`config.mk`:
```
export PLATFORM = sky130hd
export DESIGN_NAME = ptc_front
export DESIGN_NICKNAME = d
export VERILOG_FILES = /design/src/hdl/ptc_pkg.sv /design/src/hdl/ptc_front.sv
export SDC_FILE = /design/constraint.sdc
export NUM_CORES = 1
export LEC_CHECK = 0
export ABC_AREA = 0
export ABC_CLOCK_PERIOD_IN_PS = 2600
export BUFFER_PORTS_ARGS = -buffer_cell sky130_fd_sc_hd__buf_2
export CORE_ASPECT_RATIO = 2
export CORE_UTILIZATION = 58
export DETAILED_ROUTE_END_ITERATION = 10
export PLACE_DENSITY = 0.87
export SYNTH_ARGS = -nofsm -noshare
export SYNTH_HDL_FRONTEND = slang
export SYNTH_SLANG_ARGS = --single-unit
```
`constraint.sdc`:
```
create_clock -name clk -period 2.6 [get_ports clk]
set_input_delay 0.26 -clock clk [delete_from_list [all_inputs] [get_ports clk]]
set_output_delay 0.26 -clock clk [all_outputs]
set_load 0.01 [all_outputs]
```
`src/hdl/ptc_pkg.sv`:
```
// Shared types, register indexes, state encoding and arithmetic helpers
// for the pressure/temperature compensation block. No dependencies.
package ptc_pkg;

  localparam int CFG_IDX_W  = 3;
  localparam int FIFO_DEPTH = 4;

  localparam logic [CFG_IDX_W-1:0] REG_AC1_AC2 = 3'd0;
  localparam logic [CFG_IDX_W-1:0] REG_AC3_AC4 = 3'd1;
  localparam logic [CFG_IDX_W-1:0] REG_AC5_AC6 = 3'd2;
  localparam logic [CFG_IDX_W-1:0] REG_B1_B2   = 3'd3;
  localparam logic [CFG_IDX_W-1:0] REG_MC_MD   = 3'd4;
  localparam logic [CFG_IDX_W-1:0] REG_OSS     = 3'd5;

  typedef struct packed {
    logic [15:0] raw_temperature;
    logic [23:0] raw_pressure_bytes;
  } ptc_in_t;

  typedef struct packed {
    logic signed [15:0] temperature_tenths;
    logic signed [31:0] pressure_pascal;
    logic               divide_error;
  } ptc_out_t;

  // queued work: raw temperature and pressure already aligned to oss
  typedef struct packed {
    logic [15:0] ut;
    logic [23:0] up;
  } ptc_job_t;

  typedef struct packed {
    logic [31:0] ac1_ac2;
    logic [31:0] ac3_ac4;
    logic [31:0] ac5_ac6;
    logic [31:0] b1_b2;
    logic [31:0] mc_md;
    logic [1:0]  oss;
  } ptc_cal_t;

  typedef enum logic [4:0] {
    ST_IDLE, ST_X1, ST_DEN, ST_SDIV, ST_B5, ST_B6SQ, ST_M1, ST_M2, ST_M3, ST_M4,
    ST_SUMS, ST_B4, ST_B7, ST_UDIV, ST_PQ, ST_PSQ, ST_PM1, ST_PM2, ST_PFIN, ST_ERR
  } ptc_state_t;

  // low 32 bits of a signed 32x32 product
  function automatic logic signed [31:0] mul32(input logic signed [31:0] a,
                                               input logic signed [31:0] b);
    logic signed [63:0] p;
    p = a * b;
    return p[31:0];
  endfunction

  // signed divide by 2^n, truncating toward zero
  function automatic logic signed [31:0] div_pow2(input logic signed [31:0] x,
                                                  input int n);
    logic signed [31:0] bias;
    logic signed [31:0] s;
    bias = x[31] ? ((32'sd1 <<< n) - 32'sd1) : 32'sd0;
    s    = x + bias;
    return s >>> n;
  endfunction

endpackage

```
`src/hdl/ptc_front.sv`:
```
// Front end: takes items, aligns the raw pressure to the oversampling
// setting and queues them for the back end. Depends on ptc_pkg.
module ptc_front #(
  parameter int DEPTH = ptc_pkg::FIFO_DEPTH
) (
  input  logic              clk,
  input  logic              rst,
  input  logic              accept,
  input  ptc_pkg::ptc_in_t  item,
  input  logic [1:0]        oss,
  output logic              full,
  output logic              job_valid,
  output ptc_pkg::ptc_job_t job,
  input  logic              pop
);
  import ptc_pkg::*;

  localparam int PW = (DEPTH > 1) ? $clog2(DEPTH) : 1;
  localparam int CW = $clog2(DEPTH + 1);

  ptc_job_t        mem [DEPTH];
  logic [PW-1:0]   wr_ptr;
  logic [PW-1:0]   rd_ptr;
  logic [CW-1:0]   count;
  logic [3:0]      shamt;
  ptc_job_t        new_job;
  logic            push;
  logic            do_pop;

  assign shamt     = 4'd8 - {2'b00, oss};
  assign new_job   = '{ut: item.raw_temperature, up: item.raw_pressure_bytes >> shamt};
  assign full      = (count == CW'(DEPTH));
  assign job_valid = (count != '0);
  assign job       = mem[rd_ptr];
  assign push      = accept;
  assign do_pop    = pop && job_valid;

  always_ff @(posedge clk) begin
    if (push) begin
      mem[wr_ptr] <= new_job;
    end
  end

  always_ff @(posedge clk) begin
    if (rst) begin
      wr_ptr <= '0;
      rd_ptr <= '0;
      count  <= '0;
    end else begin
      if (push) begin
        wr_ptr <= (wr_ptr == PW'(DEPTH - 1)) ? '0 : wr_ptr + 1'b1;
      end
      if (do_pop) begin
        rd_ptr <= (rd_ptr == PW'(DEPTH - 1)) ? '0 : rd_ptr + 1'b1;
      end
      if (push && !do_pop) begin
        count <= count + 1'b1;
      end else if (!push && do_pop) begin
        count <= count - 1'b1;
      end
    end
  end

endmodule

```
==> metrics.cfg <==
[run_status]
status=completed

[sta]
finalClockSkew_ns=0.01335
setup_tns_ns=0
period_share=0.8937
hold_viol_final=0
worst_pin_slew_ns=1.064
fmax_mhz=430.4
drv_slew=0
worst_slack_ns=0.2764
rsz0062_at_grt=no
finalCriticalPeriod_ns=2.324
max-slew-margin-rel=0.2906
setup_viol=0

[placement]
io_buffers=83
hpwl_um=8496
place_ws_ns=0.2497
place_congestion=0.8588

[grt]
grt_max_degree=41
grt_remaining_overflow=0
grt_pass1_wl_um=20450
grt_util_all_layers=0.2274
grt_pass1_vias=3941
antenna_found_initial=0

[setup_path]
cp_max_fo=34
cp-endpoint=job[2]
r2r_setup_slack_ns=0.42
r2r-start=count[0]$_SDFFE_PP0P_
cpMaxStageDelayCell=mux4_2
startpoint_type=flip-flop
cp-end-kind=primary output
crit_chain=buf_12 > mux4_2 > buf_2
crit_type=flip-flop to primary output
r2r_end=count[2]$_SDFFE_PP0P_
cp_slowest_stage_delay_ns=0.59
cp_data_arrival_time_ns=2.06
critPathRequiredTime_ns=2.34
r2r_cells=7

[floorplanning]
fp.dieW_um=79.84
rows=56
ios=88
coreArea_um2=11770
start_util=0.5970
die_area_um2=12590
die_h_um=157.7

[routing]
drcViolationCount=0
drt-total-wl_um=13270
wl_per_cell_um=21.44
detail_route.first_pass.iterations=4
antenna_left=0
vias=3740
drtIter0Drc=154
detail_route.vias_per_cell=6.042

[clocking]
clock-root-buffer=clkbuf_16
tritoncts=done
cts_setup_buffers=0
cts_sinks=169
worstSkewPairLatency_ns=0.46
clk_pin_slew_worst_paths_ns=0.06
cts_hold_buf=0
h-tree-depth=4
cts_buffers=25
clk_path_buf_depth=3
ctsResizeCount=0

[job]
cap_violations=0

[logic_synthesis]
seq_area_frac_synth=0.7093
syn_inst=353
ys_ff_latch=169
yosys_warnings=0
synth_area_um2=7028
yosysUniqueCellTypes=38
avgSynthCellArea_um2=19.91

[final_layout]
area_growth_pct=19.62
final_util=0.7142
nets=523
final_layout_size_suffix_gt1_frac=0.3924
layout_commonest_cell=edfxtp_1
final_cell_mix=edfxtp_1, buf_2, mux4_2
diodes=0

[power_and_ir_drop]
power.leakage_nw=2.975
power_density_nw_per_um2=909.3
ir_worst_vdd_uv=565.4

[hold_path]
min_path_type=input port to flip-flop

[area by class of cell]
type / count / area (um2)
sequential: 169 / 4987
fill: 702 / 3364
multi-input combinational: 175 / 1958
clock buffer: 26 / 629.4
timing repair buffer: 92 / 545.5
tap: 145 / 181.4
clock inverter: 6 / 82.58
inverter: 6 / 22.52
[Yosys cell counts]
cell	number	area share
a211oi_1	1	0.0011
a21oi_1	3	0.0021
a221o_1	5	0.0071
a221oi_1	4	0.0050
a221oi_2	2	0.0043
a22o_1	2	0.0025
a2bb2oi_1	1	0.0012
and2_1	7	0.0062
buf_2	3	0.0021
buf_4	5	0.0053
buf_6	3	0.0048
buf_8	1	0.0021
clkbuf_1	6	0.0032
conb_1	1	0.00053
dfxtp_1	9	0.026
edfxtp_1	160	0.68
fa_1	1	0.0028
ha_1	7	0.012
inv_1	6	0.0032
mux2_1	1	0.0016
mux2_2	10	0.016
mux2_4	1	0.0021
mux2i_1	21	0.030
mux4_2	41	0.13
nand2_1	3	0.0016
nand2b_1	5	0.0045
nor2_1	12	0.0064
nor2b_1	3	0.0027
nor3b_1	2	0.0021
o21a_1	1	0.0011
o21ai_0	3	0.0021
o22ai_1	13	0.012
o2bb2ai_1	1	0.0012
o31ai_2	1	0.0018
o32a_1	1	0.0014
or2_2	2	0.0018
or3_1	3	0.0027
xor2_1	2	0.0025
[logic make-up after synthesis]
group,count (synthesis),synth area share
XOR/XNOR,2,0.002493
adder cells (fa/ha/maj),8,0.01531
AND/OR/NAND/NOR,37,0.02795
other,1,0.0005336
multiplexers,74,0.1811
flip-flops,169,0.7093
AO/OA/AOI/OAI,38,0.04255
buffers and inverters,24,0.02083
[state kept, by name, summed over array words and instances (netlist names), named ones only]
register	cells
wr_ptr	2
count	3
mem	160
rd_ptr	2
[per-layer routing]
layer / wire, um / vias to the layer above / global-route usage
li1: - / 1672 / -
met1: 4616 / 1896 / 0.2425
met2: 7672 / 130 / 0.4155
met3: 490 / 42 / 0.04841
met4: 493 / 0 / 0.1114
met5: 0 / - / 0
[worst max-delay path, delay by kind of cell (launching register included)]
kind / cells / cell delay, ns
buf+inv: 2 / 0.48
flops: 1 / 0.50
mux: 1 / 0.59
[power by group]
part	switching [mW]	leakage (nW)	internal, mW	total [mW]
combinational	0.749	1.08	0.722	1.47
clock	0.983	0.349	1.91	2.89
sequential	0.0916	1.55	3.19	3.28
total	1.82	2.98	5.82	7.64
[worst min-delay path by stage]
stage	from	to	slack, ns	depth (start not counted)
4_1_cts	item[37]	mem[1][37]$_DFFE_PP_	0.002	1
2_1_floorplan	rst	count[2]$_SDFFE_PP0P_	0.33	1
5_1_grt	item[27]	mem[2][27]$_DFFE_PP_	0.0003	1
6_report	item[30]	mem[3][30]$_DFFE_PP_	0.02	1
3_3_place_gp	item[26]	mem[1][26]$_DFFE_PP_	0.47	1
3_5_place_dp	item[34]	mem[3][34]$_DFFE_PP_	0.48	1
[metrics by stage]
stage / area, um2 / instances / hold slack, ns / power, mW
final: 8407 / 619 / 0.01935 / 7.644
after global routing: 8407 / 619 / 0.0002703 / 7.928
after CTS: 8407 / 619 / 0.001804 / 7.708
after detailed placement: 7695 / 587 / 0.4783 / 4.810
after global placement: 7695 / 587 / 0.4698 / 4.749
after floorplan: 7084 / 368 / 0.3291 / 4.319
Note: power is estimated with default switching activity, not from simulation.
